==> src/rtl/battery_guard_blink_charge_control_defines.svh <==
// ----------------------------------------------------------------------------
// battery guard assertion macros
// shared concurrent assertion forms, clocked on clock and disabled in reset
// ----------------------------------------------------------------------------
`ifndef BATTERY_GUARD_BLINK_CHARGE_CONTROL_DEFINES_SVH
`define BATTERY_GUARD_BLINK_CHARGE_CONTROL_DEFINES_SVH

// same-cycle implication
`define BGBC_ASSERT_NOW(label, ante, cons) \
   label: assert property (@(posedge clock) disable iff (reset) (ante) |-> (cons)) \
      else $error("bgbc same-cycle check failed");

// next-cycle implication
`define BGBC_ASSERT_NEXT(label, ante, cons) \
   label: assert property (@(posedge clock) disable iff (reset) (ante) |=> (cons)) \
      else $error("bgbc next-cycle check failed");

`endif

==> src/rtl/bgbc_pkg.sv <==
// ----------------------------------------------------------------------------
// bgbc_pkg
// types and constants of the battery guard block
// ----------------------------------------------------------------------------
package bgbc_pkg;

   localparam int PCT_W  = 7;
   localparam int UA_W   = 24;
   localparam int TIME_W = 32;
   localparam int CSR_IDX_W  = 3;
   localparam int CSR_DATA_W = 23;

   // register indexes
   localparam logic [CSR_IDX_W-1:0] CSR_WARN_THRESHOLD     = 3'd0;
   localparam logic [CSR_IDX_W-1:0] CSR_SHUTDOWN_THRESHOLD = 3'd1;
   localparam logic [CSR_IDX_W-1:0] CSR_SHUTDOWN_ENABLE    = 3'd2;
   localparam logic [CSR_IDX_W-1:0] CSR_CHARGE_CTRL_ENABLE = 3'd3;
   localparam logic [CSR_IDX_W-1:0] CSR_STOP_CAPACITY      = 3'd4;
   localparam logic [CSR_IDX_W-1:0] CSR_STOP_CURRENT_UA    = 3'd5;
   localparam logic [CSR_IDX_W-1:0] CSR_START_CAPACITY     = 3'd6;

   // register reset values
   localparam logic [PCT_W-1:0]      WARN_THRESHOLD_RST     = 7'd5;
   localparam logic [PCT_W-1:0]      SHUTDOWN_THRESHOLD_RST = 7'd1;
   localparam logic [PCT_W-1:0]      STOP_CAPACITY_RST      = 7'd99;
   localparam logic [CSR_DATA_W-1:0] STOP_CURRENT_UA_RST    = 23'd80000;
   localparam logic [PCT_W-1:0]      START_CAPACITY_RST     = 7'd95;

   // fixed behavior constants
   localparam logic [TIME_W-1:0]      CHECK_GAP          = 32'd60;
   localparam logic [TIME_W-1:0]      WORKAROUND_GAP     = 32'd1200;
   localparam logic signed [UA_W-1:0] CHARGING_UA        = 24'sd100;
   localparam logic [PCT_W-1:0]       UNREADABLE_PERCENT = 7'd50;

   localparam logic [7:0] LED_NORMAL    = 8'd250;
   localparam logic [7:0] LED_BLINK_ON  = 8'd200;
   localparam logic [7:0] LED_BLINK_OFF = 8'd10;
   localparam logic [7:0] LED_NONE      = 8'd0;

   // charger commands
   localparam logic [1:0] CHG_NONE    = 2'd0;
   localparam logic [1:0] CHG_DISABLE = 2'd1;
   localparam logic [1:0] CHG_ENABLE  = 2'd2;

   // timer reload kinds
   localparam logic [1:0] NEXT_KEEP      = 2'd0;
   localparam logic [1:0] NEXT_CHECK     = 2'd1;
   localparam logic [1:0] NEXT_BLINK_ON  = 2'd2;
   localparam logic [1:0] NEXT_BLINK_OFF = 2'd3;

   // charger readback codes
   localparam logic [1:0] STATUS_ENABLED = 2'd1;

   typedef struct packed {
      logic signed [7:0]        battery_percent;
      logic signed [UA_W-1:0]   charge_current_ua;
      logic [1:0]               charger_status;
      logic [TIME_W-1:0]        now_seconds;
   } req_word_type;

   typedef struct packed {
      logic       shutdown_request;
      logic [1:0] charger_write;
      logic       charger_read_error;
      logic       led_write;
      logic [7:0] led_level;
      logic [1:0] next_alarm;
   } rsp_word_type;

endpackage

==> src/rtl/bgbc_req_if.sv <==
// ----------------------------------------------------------------------------
// bgbc_req_if
// alarm tick channel: valid, ready and one tick word
// ----------------------------------------------------------------------------
interface bgbc_req_if;
   logic                  valid;
   logic                  ready;
   bgbc_pkg::req_word_type data;

   modport source (output valid, output data, input ready);
   modport sink   (input valid, input data, output ready);
endinterface

==> src/rtl/bgbc_rsp_if.sv <==
// ----------------------------------------------------------------------------
// bgbc_rsp_if
// result channel: valid, ready and one result word
// ----------------------------------------------------------------------------
interface bgbc_rsp_if;
   logic                  valid;
   logic                  ready;
   bgbc_pkg::rsp_word_type data;

   modport source (output valid, output data, input ready);
   modport sink   (input valid, input data, output ready);
endinterface

==> src/rtl/battery_guard_blink_charge_control.sv <==
// ----------------------------------------------------------------------------
// battery_guard_blink_charge_control
// low-battery shutdown request, charger hysteresis and LED blink sequencer
// ----------------------------------------------------------------------------
// One alarm tick word in gives exactly one result word out. A tick is
// captured in an input register, evaluated by compare logic and placed in
// the result register once that register is free or is being emptied. The
// block takes one word every cycle while the result side is not stalled;
// the state (blink phase, shutdown one-shot flag, last check and
// workaround times) is updated as each word moves into the result register,
// so a following word always sees the state its predecessor left. Ready
// drops only when both the input and result registers hold words and the
// result side is stalled. The user must write registers through the csr
// port only while no word is in flight; the block itself does not enforce
// this.
`include "battery_guard_blink_charge_control_defines.svh"

module battery_guard_blink_charge_control (
   input  logic                                clock,
   input  logic                                reset,
   bgbc_req_if.sink                            req_chan,
   bgbc_rsp_if.source                          rsp_chan,
   input  logic                                csr_write_en,
   input  logic [bgbc_pkg::CSR_IDX_W-1:0]      csr_index,
   input  logic [bgbc_pkg::CSR_DATA_W-1:0]     csr_write_data
);

   // blink sequencer states
   localparam logic [1:0] BLINK_IDLE    = 2'd0;
   localparam logic [1:0] BLINK_WAIT_ON = 2'd1;
   localparam logic [1:0] BLINK_LED_ON  = 2'd2;

   // configuration registers
   logic [bgbc_pkg::PCT_W-1:0]      warn_threshold_ff;
   logic [bgbc_pkg::PCT_W-1:0]      shutdown_threshold_ff;
   logic                            shutdown_enable_ff;
   logic                            charge_control_enable_ff;
   logic [bgbc_pkg::PCT_W-1:0]      stop_capacity_ff;
   logic [bgbc_pkg::CSR_DATA_W-1:0] stop_current_ua_ff;
   logic [bgbc_pkg::PCT_W-1:0]      start_capacity_ff;

   // block state
   logic [1:0]                      blink_phase_ff, blink_phase_in;
   logic                            shutdown_warned_ff, shutdown_warned_in;
   logic [bgbc_pkg::TIME_W-1:0]     last_check_time_ff, last_check_time_in;
   logic [bgbc_pkg::TIME_W-1:0]     last_workaround_time_ff, last_workaround_time_in;

   // input register and result register
   logic                            in_valid_ff, in_valid_in;
   bgbc_pkg::req_word_type          in_word_ff;
   logic                            rsp_valid_ff, rsp_valid_in;
   bgbc_pkg::rsp_word_type          rsp_word_ff, rsp_word_in;

   logic                            in_advance;
   logic                            req_take;

   // evaluation signals
   logic [bgbc_pkg::PCT_W-1:0]      bat_pct;
   logic signed [bgbc_pkg::UA_W-1:0] ua;
   logic signed [bgbc_pkg::UA_W-1:0] stop_current_s;
   logic [bgbc_pkg::TIME_W-1:0]     check_age;
   logic [bgbc_pkg::TIME_W-1:0]     workaround_age;
   logic                            check_due;
   logic                            workaround_due;
   logic                            charger_on;
   logic                            warned_mid;

   // ---------------------------------------------------------------------------
   // handshake: the input register advances whenever the result register is
   // free or is being emptied in this cycle
   // ---------------------------------------------------------------------------
   assign in_advance     = in_valid_ff & (~rsp_valid_ff | rsp_chan.ready);
   assign req_chan.ready = ~in_valid_ff | in_advance;
   assign req_take       = req_chan.valid & req_chan.ready;

   assign in_valid_in  = req_take | (in_valid_ff & ~in_advance);
   assign rsp_valid_in = in_advance | (rsp_valid_ff & ~rsp_chan.ready);

   assign rsp_chan.valid = rsp_valid_ff;
   assign rsp_chan.data  = rsp_word_ff;

   // ---------------------------------------------------------------------------
   // evaluation of the word in the input register
   // ---------------------------------------------------------------------------
   // an unreadable gauge (negative percent) counts as half full
   assign bat_pct = in_word_ff.battery_percent[7] ? bgbc_pkg::UNREADABLE_PERCENT
                                                  : in_word_ff.battery_percent[6:0];
   assign ua             = in_word_ff.charge_current_ua;
   assign stop_current_s = $signed({1'b0, stop_current_ua_ff});

   // gaps are measured with 32-bit wrap
   assign check_age      = in_word_ff.now_seconds - last_check_time_ff;
   assign workaround_age = in_word_ff.now_seconds - last_workaround_time_ff;
   assign check_due      = charge_control_enable_ff & (check_age > bgbc_pkg::CHECK_GAP);
   assign workaround_due = workaround_age > bgbc_pkg::WORKAROUND_GAP;
   assign charger_on     = in_word_ff.charger_status == bgbc_pkg::STATUS_ENABLED;

   always_comb begin
      rsp_word_in                 = '0;
      rsp_word_in.charger_write   = bgbc_pkg::CHG_NONE;
      rsp_word_in.led_level       = bgbc_pkg::LED_NONE;
      rsp_word_in.next_alarm      = bgbc_pkg::NEXT_KEEP;
      warned_mid                  = shutdown_warned_ff;
      blink_phase_in              = blink_phase_ff;
      last_check_time_in          = last_check_time_ff;
      last_workaround_time_in     = last_workaround_time_ff;

      // critical shutdown one-shot, re-armed by charging current
      if ((bat_pct <= shutdown_threshold_ff) && shutdown_enable_ff) begin
         if (ua > bgbc_pkg::CHARGING_UA) begin
            warned_mid = 1'b0;
         end else if (!shutdown_warned_ff) begin
            warned_mid                   = 1'b1;
            rsp_word_in.shutdown_request = 1'b1;
         end
      end

      // charger hysteresis; a later workaround enable overrides a disable
      if (check_due) begin
         if (in_word_ff.charger_status[1]) begin
            rsp_word_in.charger_read_error = 1'b1;
         end else begin
            if (charger_on && (bat_pct >= stop_capacity_ff) && (ua > 0) &&
                (ua < stop_current_s)) begin
               rsp_word_in.charger_write = bgbc_pkg::CHG_DISABLE;
            end else if (!charger_on && (bat_pct <= start_capacity_ff)) begin
               rsp_word_in.charger_write = bgbc_pkg::CHG_ENABLE;
            end
            if ((bat_pct <= start_capacity_ff) && workaround_due) begin
               rsp_word_in.charger_write = bgbc_pkg::CHG_ENABLE;
               last_workaround_time_in   = in_word_ff.now_seconds;
            end
         end
         // read failures still advance the check time
         last_check_time_in = in_word_ff.now_seconds;
      end

      // blink sequencer
      shutdown_warned_in = warned_mid;
      case (blink_phase_ff)
         BLINK_IDLE: begin
            if ((bat_pct <= warn_threshold_ff) && (ua < 0)) begin
               blink_phase_in         = BLINK_WAIT_ON;
               rsp_word_in.next_alarm = bgbc_pkg::NEXT_BLINK_OFF;
            end
         end
         BLINK_WAIT_ON: begin
            if (ua > 0) begin
               // charging ends the warning and re-arms shutdown
               shutdown_warned_in     = 1'b0;
               blink_phase_in         = BLINK_IDLE;
               rsp_word_in.next_alarm = bgbc_pkg::NEXT_CHECK;
               rsp_word_in.led_write  = 1'b1;
               rsp_word_in.led_level  = bgbc_pkg::LED_NORMAL;
            end else begin
               blink_phase_in         = BLINK_LED_ON;
               rsp_word_in.next_alarm = bgbc_pkg::NEXT_BLINK_ON;
               rsp_word_in.led_write  = 1'b1;
               rsp_word_in.led_level  = bgbc_pkg::LED_BLINK_ON;
            end
         end
         default: begin
            // led on; the unused code behaves the same
            if (ua > 0) begin
               shutdown_warned_in     = 1'b0;
               blink_phase_in         = BLINK_IDLE;
               rsp_word_in.next_alarm = bgbc_pkg::NEXT_CHECK;
               rsp_word_in.led_write  = 1'b1;
               rsp_word_in.led_level  = bgbc_pkg::LED_NORMAL;
            end else begin
               blink_phase_in         = BLINK_WAIT_ON;
               rsp_word_in.next_alarm = bgbc_pkg::NEXT_BLINK_OFF;
               rsp_word_in.led_write  = 1'b1;
               rsp_word_in.led_level  = bgbc_pkg::LED_BLINK_OFF;
            end
         end
      endcase
   end

   // ---------------------------------------------------------------------------
   // registers
   // ---------------------------------------------------------------------------
   always_ff @(posedge clock) begin
      if (reset) begin
         in_valid_ff             <= 1'b0;
         rsp_valid_ff            <= 1'b0;
         blink_phase_ff          <= BLINK_IDLE;
         shutdown_warned_ff      <= 1'b0;
         last_check_time_ff      <= '0;
         last_workaround_time_ff <= '0;
      end else begin
         in_valid_ff  <= in_valid_in;
         rsp_valid_ff <= rsp_valid_in;
         // state moves only when a word is evaluated
         if (in_advance) begin
            blink_phase_ff          <= blink_phase_in;
            shutdown_warned_ff      <= shutdown_warned_in;
            last_check_time_ff      <= last_check_time_in;
            last_workaround_time_ff <= last_workaround_time_in;
         end
      end
   end

   // payload registers
   always_ff @(posedge clock) begin
      if (req_take) begin
         in_word_ff <= req_chan.data;
      end
      if (in_advance) begin
         rsp_word_ff <= rsp_word_in;
      end
   end

   // configuration registers; unknown indexes are ignored
   always_ff @(posedge clock) begin
      if (reset) begin
         warn_threshold_ff        <= bgbc_pkg::WARN_THRESHOLD_RST;
         shutdown_threshold_ff    <= bgbc_pkg::SHUTDOWN_THRESHOLD_RST;
         shutdown_enable_ff       <= 1'b0;
         charge_control_enable_ff <= 1'b0;
         stop_capacity_ff         <= bgbc_pkg::STOP_CAPACITY_RST;
         stop_current_ua_ff       <= bgbc_pkg::STOP_CURRENT_UA_RST;
         start_capacity_ff        <= bgbc_pkg::START_CAPACITY_RST;
      end else if (csr_write_en) begin
         case (csr_index)
            bgbc_pkg::CSR_WARN_THRESHOLD: begin
               warn_threshold_ff <= csr_write_data[bgbc_pkg::PCT_W-1:0];
            end
            bgbc_pkg::CSR_SHUTDOWN_THRESHOLD: begin
               shutdown_threshold_ff <= csr_write_data[bgbc_pkg::PCT_W-1:0];
            end
            bgbc_pkg::CSR_SHUTDOWN_ENABLE: begin
               shutdown_enable_ff <= csr_write_data[0];
            end
            bgbc_pkg::CSR_CHARGE_CTRL_ENABLE: begin
               charge_control_enable_ff <= csr_write_data[0];
            end
            bgbc_pkg::CSR_STOP_CAPACITY: begin
               stop_capacity_ff <= csr_write_data[bgbc_pkg::PCT_W-1:0];
            end
            bgbc_pkg::CSR_STOP_CURRENT_UA: begin
               stop_current_ua_ff <= csr_write_data;
            end
            bgbc_pkg::CSR_START_CAPACITY: begin
               start_capacity_ff <= csr_write_data[bgbc_pkg::PCT_W-1:0];
            end
            default: begin
            end
         endcase
      end
   end

   // ---------------------------------------------------------------------------
   // assertions
   // ---------------------------------------------------------------------------
   // an evaluated word always lands in the result register
   `BGBC_ASSERT_NEXT(a_eval_lands, in_advance, rsp_valid_ff)
   // every led write comes with a timer reload
   `BGBC_ASSERT_NOW(a_led_reload, rsp_valid_ff && rsp_word_ff.led_write,
                    rsp_word_ff.next_alarm != bgbc_pkg::NEXT_KEEP)
   // a failed readback never produces a charger command
   `BGBC_ASSERT_NOW(a_rderr_no_cmd, rsp_valid_ff && rsp_word_ff.charger_read_error,
                    rsp_word_ff.charger_write == bgbc_pkg::CHG_NONE)

endmodule

==> src/flat_wrapper.sv <==
// flat-port wrapper written by rule: the top's interface ports become plain ports
module battery_guard_blink_charge_control_flat 
  (clock, reset, csr_write_en, csr_index, csr_write_data, req_chan_valid, req_chan_data, req_chan_ready, rsp_chan_valid, rsp_chan_data, rsp_chan_ready);
  bgbc_req_if req_chan_i ();
  bgbc_rsp_if rsp_chan_i ();
  input  logic clock;
  input  logic reset;
  input  logic csr_write_en;
  input  logic [bgbc_pkg::CSR_IDX_W-1:0] csr_index;
  input  logic [bgbc_pkg::CSR_DATA_W-1:0] csr_write_data;
  input wire logic [$bits(req_chan_i.valid)-1:0] req_chan_valid;
  input wire logic [$bits(req_chan_i.data)-1:0] req_chan_data;
  output wire logic [$bits(req_chan_i.ready)-1:0] req_chan_ready;
  output wire logic [$bits(rsp_chan_i.valid)-1:0] rsp_chan_valid;
  output wire logic [$bits(rsp_chan_i.data)-1:0] rsp_chan_data;
  input wire logic [$bits(rsp_chan_i.ready)-1:0] rsp_chan_ready;
  assign req_chan_i.valid = req_chan_valid;
  assign req_chan_i.data = req_chan_data;
  assign req_chan_ready = req_chan_i.ready;
  assign rsp_chan_valid = rsp_chan_i.valid;
  assign rsp_chan_data = rsp_chan_i.data;
  assign rsp_chan_i.ready = rsp_chan_ready;
  battery_guard_blink_charge_control u_core (.clock(clock), .reset(reset), .req_chan(req_chan_i), .rsp_chan(rsp_chan_i), .csr_write_en(csr_write_en), .csr_index(csr_index), .csr_write_data(csr_write_data));
endmodule
==> config.mk <==
export PLATFORM = sky130hd
export DESIGN_NAME = battery_guard_blink_charge_control_flat
export DESIGN_NICKNAME = d
export VERILOG_FILES = /design/src/rtl/bgbc_pkg.sv /design/src/rtl/bgbc_req_if.sv /design/src/rtl/bgbc_rsp_if.sv /design/src/rtl/battery_guard_blink_charge_control.sv /design/src/flat_wrapper.sv
export VERILOG_INCLUDE_DIRS = /design/src /design/src/rtl
export SDC_FILE = /design/constraint.sdc
export NUM_CORES = 1
export LEC_CHECK = 0
export BUFFER_PORTS_ARGS = -buffer_cell sky130_fd_sc_hd__buf_2
export CAP_MARGIN = 5
export CORE_MARGIN = 2
export CORE_UTILIZATION = 50
export CTS_BUF_LIST = sky130_fd_sc_hd__clkbuf_8 sky130_fd_sc_hd__clkbuf_16
export DETAILED_ROUTE_END_ITERATION = 16
export PLACE_DENSITY = 0.8
export SLEW_MARGIN = 0
export SYNTH_ARGS = -nofsm -noshare
export SYNTH_HDL_FRONTEND = slang
export SYNTH_SLANG_ARGS = --single-unit
==> constraint.sdc <==
create_clock -name clock -period 5 [get_ports clock]
set_clock_uncertainty 0.1 [all_clocks]
set_input_delay 0.25 -clock clock [delete_from_list [all_inputs] [get_ports clock]]
set_output_delay 0.25 -clock clock [all_outputs]
set_load 0.05 [all_outputs]
; ---- Word level (Yosys, flattened, before mapping)
; Index checks and enable logic that the tools add are counted.
[word_totals]
register_bits = 203
in_bits = 97
word_cells = 103
[classes]
n_addsub = 2
magnitude_cmp = 10
eq_ne = 9
n_mux = 19
bitwise = 16
reduce_logical = 23
[op_table]
columns = cell, count
row1 = subtractor 32 bit, 2
row2 = "greater-than comparator 32 x 11 -> 1 bit, second input constant", 1
row3 = "greater-than comparator 32 x 6 -> 1 bit, second input constant", 1
row4 = "greater-than comparator 24 x 1 -> 1 bit, second input constant", 1
row5 = "greater-than comparator 24 x 8 -> 1 bit, second input constant", 1
row6 = "< comparator 24 x 1 -> 1 bit, second input constant", 1
row7 = < comparator 24 bit, 1
row8 = <= comparator 7 bit, 3
row9 = one-hot mux 9 bit (2 select lines), 1
row10 = AND reduction 2 bit, 9
row11 = two-way mux 2 bit, 6
row12 = two-way mux 10 bit, 1
row13 = "== test 3 bit, second input constant", 3
row14 = two-way mux 8 bit, 1
row15 = one-hot mux 2 bit (2 select lines), 2
row16 = greater-or-equal comparator 7 bit, 1
row17 = logical AND 1 bit, 7
row18 = two-way mux 1 bit, 7
row19 = two-way mux 7 bit, 1
row20 = NOT 1 bit, 7
row21 = "== test 3 x 2 -> 1 bit, second input constant", 2
row22 = bitwise AND 1 bit, 5
row23 = "== test 2 x 1 -> 1 bit, second input constant", 2
row24 = bitwise OR 1 bit, 4
row25 = other kinds (8), 9

; ---- Longest topological paths before layout
; Gate-level depths: netlist of the first run.
[logic_depth]
word_depth = 7
ltp_mapped = 16
depth_no_buf = 15

; ---- Worst setup path after synthesis of the first run
; No wires, ideal clock.
[synth_path]
path_type = reg2reg
from = register u_core.in_word_ff[0] (netlist name)
to = register u_core.last_workaround_time_ff[10] (netlist name)
setup_ps = 128
arrival_time_ps = 3721
t_required_ps = 4772
path_slack_ps = 1051
path_stages_with_launch = 17
path_buffers = 1
cell_sequence = edfxtp_1 > inv_1 > ha_1 > inv_1 > fa_1 > a21oi_2 > o221ai_1 > or4_1 > o311a_2 > nor4_1 > nand4_1 > or4b_4 > nor4_4 > nand4b_4 > buf_12 > mux2i_1 > nor2_1
[synth_via]
elab_chain_len = 4
elab_cells_between_ends = 7
classes_between = add/sub (2) / order compare (2) / bitwise (1) / reduce/logical (2)
[synth_lines]
columns = item, line_no
row1 = from (decl), battery_guard_blink_charge_control.sv:50  ; bgbc_pkg::req_word_type in_word_ff;
row2 = from (signal assigned), battery_guard_blink_charge_control.sv:207  ; in_word_ff <= req_chan.data;
row3 = subtractor 32 bit (on tied branches), "battery_guard_blink_charge_control.sv:92, battery_guard_blink_charge_control.sv:93"
row4 = greater-than comparator 32 x 6 -> 1 bit or greater-than comparator 32 x 11 -> 1 bit (tied branches), "battery_guard_blink_charge_control.sv:94, battery_guard_blink_charge_control.sv:95"
row5 = bitwise AND 1 bit or logical AND 1 bit (tied branches), "battery_guard_blink_charge_control.sv:94, battery_guard_blink_charge_control.sv:129"
row6 = AND reduction 4 bit (no source line) *, -
row7 = to (signal assigned), battery_guard_blink_charge_control.sv:199  ; last_workaround_time_ff <= last_workaround_time_in;
row8 = to (decl), battery_guard_blink_charge_control.sv:46  ; logic [bgbc_pkg::TIME_W-1:0] last_workaround_time_ff, last_workaround_time_in;
; Every way passes the cells marked *; elsewhere a longest branch is shown, timed or not.
; A chain may end at the register's enable or synchronous reset.

; ---- Worst setup path in the final report of the first run
[layout_path]
from = register u_core.in_word_ff[1] (netlist name)
to = register u_core.last_workaround_time_ff[17] (netlist name)
; The elaborated chain is that of the path after synthesis.

==> flow_summary_export.csv, run 1 <==
group,metric,value,unit
synthesis,yosysSeqAreaShare,36.4,%
route,vias,11600,
critical_path,criticalPathCategory,"reg -> reg",
route,totalWireLength,35.3,mm
die,start_util,50.4,%
cts,numCtsBuffers,17,
route,dr.pass1.iters,5,
synthesis,synth_edf_count,76,
die,pin_count,114,
die,core,25800,µm²
route,first_iter_violations,1076,
die,die_x,165,µm
timing,hold_viol_final,0,
global_routing,antenna_found_initial,0,
power_and_ir_drop,seq_power_share,45.8,%
place,globalplace.congestion,0.925,
cts,cts_tree,"done",
critical_path,worstPathRequired,5180,ps
synthesis,syn_area_per_cell,8.92,µm²
route,antenna_left,0,
layout,design_area,15100,µm²
route,avgViaCountPerCell,5.91,
timing,final_max_slew_viol_count,0,
power_and_ir_drop,leakage,6.24,nW
power_and_ir_drop,fin_total_pwr,3.87,mW
timing,rsz0062_at_grt,"false",
critical_path,endpoint_kind,"register",
place,dpl_cell_area,13700,µm²
flow_run,cap_violations,0,
critical_path,r2r_start,"u_core.in_word_ff[1]",
hold_path,hold_path.class,"in -> reg",
timing,tightestPinTransition,985,ps
critical_path,r2r_slack,350,ps
synthesis,ys_types,92,
critical_path,cp_max_fo,18,
place,io_buffers,111,
cts,clkTransAtPathRegs,90,ps
die,dieArea,27300,µm²
timing,finalCritPeriodShare,93.0,%
critical_path,arrival,4830,ps
power_and_ir_drop,clockPowerShare,36.6,%
synthesis,syn_area,13000,µm²
cts,clk_latency,450,ps
layout,finish.utilization,58.7,%
global_routing,track_usage,26.0,%
timing,fmax,215,MHz
layout,diodes,0,
synthesis,ys_warn_count,0,
layout,area_growth,16.4,%
cts,post_cts_buffers,0,
cts,clock-sinks,198,
run_status,status,"finished clean",
global_routing,grt_first_pass_wirelength,56.6,mm
cts,clk_path_buf_depth,2,
synthesis,synth_ff_type,"dfxtp_1",
layout,final_common_cell,"nor2_1",
hold_path,hp-start,"csr_write_data[5]",
power_and_ir_drop,swShare,30.4,%
cts,cts-root-buf,"clkbuf_16",
route,drc,0,
cts,cts_hold_buffers,83,
global_routing,grt_max_degree,79,
power_and_ir_drop,p_per_area,256,nW/µm²
route,post_drt_wl_per_cell,18.0,µm
timing,finalCriticalPeriod,4650,ps
timing,holdWs,18.2,ps
timing,fin_setup_tns,0,ps
synthesis,ys_async_sr_fraction,0,%
global_routing,grt_pass1_vias,11300,
power_and_ir_drop,p_int,2.70,mW
critical_path,crit_path_start,"u_core.in_word_ff[1]",
die,rows,59,
synthesis,synthCells,1456,
critical_path,start_kind,"register",
cts,htreeDepth,4,
timing,max-slew-margin-rel,34.1,%
cts,cts_resized,0,
global_routing,grt.overflow.total,0,
die,die_h,165,µm
layout,final_layout_size_suffix_gt1_share,11.6,%
timing,setup_viol,0,
layout,final_nets,1824,
power_and_ir_drop,p_sw,1.18,mW
synthesis,synth_seq_cells,198,
place,dp_hpwl,24.5,mm
layout,final_cell_mix,"nor2_1 (133), inv_1 (130), nand2_1 (128)",
power_and_ir_drop,comb_power_share,17.6,%
power_and_ir_drop,ir_worst_vdd,0.308,mV
==> per-stage QoR <==
step	setup WS (ps)	instances
after floorplan	1050	1457
after global placement	580	1846
after detailed placement	394	1846
after CTS	329	1961
after global routing	29.4	1961
final	349	1961
==> layer usage <==
metal	GRT usage [%]	up-vias	wire [µm]
met3	4.55	85	2200
met5	0	-	0
met2	46.5	474	17300
met4	7.91	0	948
li1	-	5589	-
met1	31.9	5445	14900
==> power by group through the flow <==
stage / Combinational (mW) / Clock [mW] / Sequential (mW)
final: 0.682 / 1.42 / 1.77
after detailed placement: 0.606 / 0 / 1.81
after global routing: 0.750 / 1.49 / 1.78
after CTS: 0.662 / 1.42 / 1.77
after global placement: 0.594 / 0 / 1.81
after floorplan: 0.431 / 0 / 1.81
==> cell usage after synthesis, types with 11 or more instances <==
library cell	count	area, µm²
a21oi_1	100	500
nand3b_1	11	82.6
a21o_1	45	338
nand4_1	31	194
ha_1	112	1400
nand2_1	128	480
buf_2	11	55.1
o21a_1	23	173
mux2i_1	84	841
o21ai_0	51	255
inv_1	130	488
nor4_1	11	68.8
a31oi_1	14	87.6
dfxtp_1	122	2440
buf_4	15	113
and3_1	14	87.6
nor2_1	133	499
nand3_1	29	145
nor3_1	20	100
and2_1	13	81.3
clkbuf_1	38	143
nor2b_1	20	125
edfxtp_1	76	2280
xnor2_1	13	114
nand2b_1	19	119
==> layout make-up <==
class,instances,area (µm²)
Fill cell,2111,10600
Multi-Input combinational cell,1060,7410
Sequential cell,198,4720
Timing Repair Buffer,206,1490
Inverter,130,488
Clock buffer,17,425
Tap cell,335,419
Clock inverter,15,168
==> cell families (layout without fill, tap and decap cells) <==
kind of cell               count (synthesis)  in the layout  share of synthesized area [%]
xor gates and xnor gates                  21             21                           1.42
buffers and inverters                    199            368                           6.66
adders and majority gates                114            114                           11.1
DFF                                      198            198                           36.4
and+or+nand+nor                          480            480                           18.7
AOI/OAI and AO/OA                        357            357                           19.1
muxes                                     86             86                           6.64
other                                      1              2                         0.0289
==> flip-flops by register name, summed over array words and instances (netlist names) <==
| signal | count |
|---|---|
| u_core.in_word_ff | 42 |
| u_core.last_check_time_ff | 32 |
| u_core.last_workaround_time_ff | 32 |
| u_core.ua | 24 |
| u_core.stop_current_ua_ff | 23 |
| u_core.rsp_chan.data | 10 |
| u_core.shutdown_threshold_ff | 7 |
| u_core.start_capacity_ff | 7 |
| u_core.stop_capacity_ff | 7 |
| u_core.warn_threshold_ff | 7 |
| u_core.blink_phase_ff | 2 |
| u_core.charge_control_enable_ff | 1 |
| u_core.in_valid_ff | 1 |
| u_core.rsp_chan.valid | 1 |
| u_core.shutdown_enable_ff | 1 |
| u_core.shutdown_warned_ff | 1 |
==> path summary, 6_finish.rpt <==
path              cells past startpoint                                 end
setup / recovery                     14  u_core.last_workaround_time_ff[17]
hold / removal                        3         u_core.start_capacity_ff[5]
setup reg to reg                     14  u_core.last_workaround_time_ff[17]
hold reg to reg                       2       u_core.stop_current_ua_ff[17]
==> worst max-delay path, stage by stage (launching register included) <==
cell and delay, ps:
edfxtp_1 520, ha_1 360, nor2b_1 210, o2111ai_1 320, a2111oi_0 940, o311ai_1 320
a21oi_1 250, mux2i_1 200, a2111oi_0 80, buf_4 150, a31oi_1 310, nand4b_4 240
buf_12 240, mux2i_1 180, nor2_1 60
No activity file was read; power rests on OpenSTA's default activity.
==> run 2, diff against run 1 <==
--- a/config.mk
+++ b/config.mk
@@ -12,6 +12,7 @@
 export CORE_UTILIZATION = 50
 export CTS_BUF_LIST = sky130_fd_sc_hd__clkbuf_8 sky130_fd_sc_hd__clkbuf_16
 export DETAILED_ROUTE_END_ITERATION = 16
+export GPL_TIMING_DRIVEN = 1
 export PLACE_DENSITY = 0.8
 export SLEW_MARGIN = 0
 export SYNTH_ARGS = -nofsm -noshare
==> constraint.sdc (replaced) <==
create_clock -name clock -period 5 [get_ports clock]
set_clock_uncertainty 0.1 [all_clocks]
set_input_delay 0.75 -clock clock [delete_from_list [all_inputs] [get_ports clock]]
set_output_delay 0.75 -clock clock [all_outputs]
set_load 0.05 [all_outputs]
==> run 2 against run 1 <==
Clock power hardly changed. Worst hold slack better by 340 ps. Wire length shrank 6.3%. Setup slack got worse by 61 ps. Critical endpoint is now u_core.last_workaround_time_ff[3]. Largest power group unchanged.
==> flow_summary_export.csv, run 2 (same netlist as run 1, synthesis figures left out) <==
group,metric,value,unit
run_status,status,"finished clean",
global_routing,grt_max_degree,79,
hold_path,hold_path.class,"reg -> reg",
global_routing,grt.overflow.total,0,
critical_path,reg2reg_depth,18,
power_and_ir_drop,ir_worst_vdd,0.262,mV
place,dp_hpwl,24.6,mm
power_and_ir_drop,p_per_area,266,nW/µm²
cts,cts_hold_buffers,0,
global_routing,antenna_found_initial,5,
timing,setup_viol,0,
place,io_buffers,111,
layout,area_growth,10.2,%
cts,clk_latency,440,ps
route,totalWireLength,33.1,mm
route,avgViaCountPerCell,5.95,
die,core,25800,µm²
cts,htreeDepth,4,
critical_path,cp_max_fo,16,
global_routing,grt_first_pass_wirelength,53.1,mm
layout,final_layout_size_suffix_gt1_share,12.3,%
critical_path,worstPathRequired,5200,ps
critical_path,path_depth,18,
timing,holdWs,362,ps
die,pin_count,114,
cts,numCtsBuffers,17,
layout,reg_top3,"u_core.in_word_ff (42), u_core.last_check_time_ff (32), u_core.last_workaround_time_ff (32)",
die,start_util,50.4,%
cts,clk_path_buf_depth,2,
layout,fin_cells,1880,
place,dpl.cell_count,1848,
route,vias,11200,
route,dr.pass1.iters,5,
cts,cts-root-buf,"clkbuf_16",
cts,clock-sinks,198,
timing,hold_viol_final,0,
critical_path,endpoint_kind,"register",
critical_path,start_kind,"register",
route,drc,0,
layout,top_register,"u_core.in_word_ff",
layout,final_common_cell,"nor2_1",
route,antenna_left,0,
timing,finalCriticalPeriod,4710,ps
timing,fmax,212,MHz
die,die_h,165,µm
critical_path,cp_slowest_cell,"a2111oi_0",
global_routing,grt_pass1_vias,10700,
power_and_ir_drop,leakage,5.90,nW
critical_path,max_stage_delay,560,ps
critical_path,cp.buffers_inverters,5,
cts,post_cts_buffers,0,
critical_path,cpLargestDelayFamily,"compound AO/OA/AOI/OAI gates",
critical_path,criticalPathCategory,"reg -> reg",
hold_path,min_path_cells,2,
layout,final_cell_mix,"nor2_1 (133), inv_1 (131), nand2_1 (128)",
layout,largest_reg_flops,42,
timing,final_max_slew_viol_count,0,
timing,tightestPinTransition,1090,ps
timing,fin_setup_tns,0,ps
cts,cts_resized,0,
layout,nFillCells,2289,
route,first_iter_violations,854,
timing,rsz0062_at_grt,"false",
global_routing,track_usage,24.4,%
die,rows,59,
layout,final_nets,1743,
place,globalplace.congestion,0.884,
cts,cts_tree,"done",
route,post_drt_wl_per_cell,17.6,µm
timing,finalCritPeriodShare,94.2,%
critical_path,arrival,4910,ps
flow_run,cap_violations,0,
timing,max-slew-margin-rel,27.3,%
die,dieArea,27300,µm²
cts,clkTransAtPathRegs,80,ps
critical_path,worstPathCellList,"inv_1 -> ha_1 -> inv_1 -> fa_1 -> a21o_1 -> a221oi_1 -> buf_4 -> o31a_1 -> a21o_1 -> a211oi_1 -> or3_1 -> a2111oi_0 -> buf_4 -> a31oi_1 -> nand4b_4 -> buf_12 -> mux2i_1 -> nor2_1",
layout,diodes,0,
die,die_x,165,µm
run 2: path summary, 6_finish.rpt:
check / from / end / slack [ps]
hold / removal: u_core.stop_current_ua_ff[10] / u_core.stop_current_ua_ff[10] / 360
setup / recovery: u_core.in_word_ff[0] / u_core.last_workaround_time_ff[3] / 290
hold reg to reg: u_core.stop_current_ua_ff[10] / u_core.stop_current_ua_ff[10] / 360
setup reg to reg: u_core.in_word_ff[0] / u_core.last_workaround_time_ff[3] / 290
run 2: stage by stage:
| step | utilization (%) | cell area (µm²) | worst slack (ps) | total power, mW |
|---|---|---|---|---|
| final | 55.6 | 14300 | 288 | 3.80 |
| after global placement | 53.3 | 13700 | 558 | 2.40 |
| after floorplan | - | 13000 | 1050 | 2.24 |
| after detailed placement | 53.3 | 13700 | 407 | 2.42 |
| after global routing | 55.6 | 14300 | 65.3 | 3.95 |
| after CTS | 55.6 | 14300 | 283 | 3.82 |
run 2: per-layer routing:
metal	vias to the layer above	global-route usage, %	share of wire [%]
met5	-	0	0.075
met4	4	7.79	2.6
met3	66	5.09	6.4
met2	396	42.4	47
met1	5300	30.3	43
li1	5428	-	-
run 2: area by class of cell:
class	count	area, µm²	share of cell area, %
inverters	130	488	3.41
multi-input cells	1060	7410	51.8
well taps	335	419	2.93
clock inverters	15	176	1.23
repair buffers	125	676	4.72
clock buffers	17	425	2.97
flip-flops and latches	198	4720	33.0
run 2: report_power, final:
part	internal, mW	switching [mW]	leakage [nW]	total, mW
clock network	0.685	0.722	0.296	1.41
registers	1.73	0.0451	1.73	1.77
logic	0.244	0.379	3.88	0.623
run 2: worst reg2reg max path, delay by kind of cell, from the launching register on:
family,cells,cell delay (ps)
AOI/OAI and AO/OA,7,1760
buffers and inverters,5,790
and+or+nand+nor,3,650
adders and majority gates,2,610
DFF,1,420
muxes,1,270
==> run 3, diff against run 2 <==
--- a/config.mk
+++ b/config.mk
@@ -13,7 +13,7 @@
 export CTS_BUF_LIST = sky130_fd_sc_hd__clkbuf_8 sky130_fd_sc_hd__clkbuf_16
 export DETAILED_ROUTE_END_ITERATION = 16
 export GPL_TIMING_DRIVEN = 1
-export PLACE_DENSITY = 0.8
+export PLACE_DENSITY = 0.82
 export SLEW_MARGIN = 0
 export SYNTH_ARGS = -nofsm -noshare
 export SYNTH_HDL_FRONTEND = slang
==> constraint.sdc (replaced) <==
create_clock -name clock -period 4.25 [get_ports clock]
set_clock_uncertainty 0.1 [all_clocks]
set_input_delay 0.6375 -clock clock [delete_from_list [all_inputs] [get_ports clock]]
set_output_delay 0.6375 -clock clock [all_outputs]
set_load 0.05 [all_outputs]
==> run 3 against run 2 <==
Cell area is 6.7% higher. Largest cell class unchanged. Worst hold slack worse by 100 ps. Non-clock buffer count is 76 higher. Total power is 20% higher. Global-route usage is 0.59 points higher. Utilization is 3.7 points higher. Final cell count is 4.0% higher. Fmax is 13% higher. Sequential power is 18% higher. Die area stayed put. Sequential cell count stayed put. Critical endpoint is now u_core.last_workaround_time_ff[9]. Sequential share of layout area is 2.1 points lower. Highest routed layer unchanged.
==> flow_summary_export.csv, run 3 (same netlist as run 1, synthesis figures left out) <==
group,metric,value,unit
timing,tightestPinTransition,1100,ps
cts,htreeDepth,4,
critical_path,endpoint_kind,"register",
global_routing,grt_pass1_vias,11200,
route,totalWireLength,34.8,mm
die,core,25800,µm²
layout,final_layout_size_suffix_gt1_share,19.5,%
route,routed-wl-met2,16.7,mm
critical_path,arrival,4370,ps
cts,numCtsBuffers,17,
layout,diodes,0,
route,wl_met1,14.9,mm
critical_path,cp_slowest_cell,"edfxtp_1",
layout,reg_top3,"u_core.in_word_ff (42), u_core.last_check_time_ff (32), u_core.last_workaround_time_ff (32)",
critical_path,worstPathRequired,4450,ps
run_status,status,"finished clean",
timing,max-slew-margin-rel,26.8,%
route,post_drt_wl_per_cell,17.8,µm
critical_path,start_kind,"register",
die,dieArea,27300,µm²
place,dpl_cell_area,14200,µm²
timing,finalCriticalPeriod,4170,ps
cts,clk_path_buf_depth,2,
die,die_h,165,µm
route,avgViaCountPerCell,5.94,
cts,clkTransAtPathRegs,90,ps
layout,design_area,15300,µm²
die,rows,59,
layout,final_nets,1819,
layout,nFillCells,2121,
layout,multiInputGateArea,7750,µm²
timing,fmax,240,MHz
cts,cts_tree,"done",
cts,clk_latency,440,ps
layout,final_common_cell,"nor2_1",
die,die_x,165,µm
critical_path,path_common_cell,"buf_4",
critical_path,cp_max_fo,7,
critical_path,max_stage_delay,470,ps
hold_path,hold_path.class,"in -> reg",
layout,final_cell_mix,"nor2_1 (133), inv_1 (130), nand2_1 (128)",
timing,hold_viol_final,0,
route,dr.pass1.iters,5,
timing,setup_viol,0,
power_and_ir_drop,leakage,6.32,nW
route,highest_layer,"met5",
critical_path,cp.buffers_inverters,5,
critical_path,cpLargestDelayFamily,"compound AO/OA/AOI/OAI gates",
route,drc,0,
critical_path,criticalPathCategory,"reg -> reg",
power_and_ir_drop,p_per_area,300,nW/µm²
layout,largest_reg_flops,42,
flow_run,cap_violations,0,
route,antenna_left,0,
timing,holdWs,260,ps
timing,finalCritPeriodShare,98.0,%
cts,cts_hold_buffers,0,
global_routing,grt_max_degree,57,
die,start_util,50.4,%
layout,seqCellArea,4720,µm²
power_and_ir_drop,fin_total_pwr,4.58,mW
route,vias,11600,
place,globalplace.congestion,0.916,
layout,area_growth,17.6,%
layout,top_register,"u_core.in_word_ff",
place,io_buffers,111,
global_routing,antenna_found_initial,1,
place,dp_hpwl,25.8,mm
timing,setup_slack,83.6,ps
global_routing,grt_first_pass_wirelength,54.7,mm
critical_path,worstPathCellList,"buf_4 -> ha_1 -> buf_4 -> and3_1 -> a221oi_2 -> buf_4 -> o31a_1 -> a21o_1 -> a211oi_1 -> o21ai_0 -> a2111oi_4 -> buf_4 -> a31oi_4 -> nand4b_4 -> clkbuf_16 -> mux2i_1 -> nor2_1",
route,met3_length,2.29,mm
cts,clock-sinks,198,
power_and_ir_drop,ir_worst_vdd,0.337,mV
global_routing,grt.overflow.total,0,
global_routing,track_usage,25.0,%
die,pin_count,114,
timing,final_max_slew_viol_count,0,
place,dpl_worst_slack,-108,ps
cts,cts-root-buf,"clkbuf_16",
route,first_iter_violations,781,
==> run 3: cell type report <==
type                    instances  area share [%]
inverters                     130            3.19
multi-input cells            1060            50.7
well taps                     335            2.74
repair buffers                201            8.53
flip-flops and latches        198            30.9
clock buffers                  17            2.78
clock inverters                15            1.12
==> run 3: through the flow <==
stage | util [%] | TNS (ps) | std cells
5_1_grt | 59.3 | -1040 | 1956
3_5_place_dp | 55.2 | -2810 | 1912
2_1_floorplan | - | 0 | 1457
6_report | 59.3 | 0 | 1956
3_3_place_gp | 55.2 | 0 | 1912
4_1_cts | 57.9 | 0 | 1948
==> run 3: power by group <==
part           switching (mW)  internal (mW)  total [mW]
clock network           0.858          0.804        1.66
registers              0.0489           2.03        2.08
logic                   0.489          0.346       0.835
total                    1.40           3.18        4.58
==> run 3: metal layers <==
layer / vias up / GRT usage [%]
li1: 5588 / -
met1: 5491 / 31.7
met2: 467 / 43.7
met3: 72 / 4.20
met4: 2 / 7.47
met5: - / 0
==> run 3: path summary, 6_finish.rpt <==
kind | end | slack (ps) | cells after the start | start
worst min-delay path | u_core.in_word_ff[60] | 260 | 1 | req_chan_data[60]
worst max register to register | u_core.last_workaround_time_ff[9] | 80 | 17 | u_core.in_word_ff[4]
worst max-delay path | u_core.last_workaround_time_ff[9] | 80 | 17 | u_core.in_word_ff[4]
worst min register to register | u_core.stop_current_ua_ff[1] | 360 | 2 | u_core.stop_current_ua_ff[1]
==> run 3: timing repair <==
action | 4_1_cts | 5_1_grt
pin swaps | 2 | 21
setup buffers | 3 | 7
cloned | 1 | 1
resized for setup | 12 | 62
endpoints found under the setup margin | 36 | 65
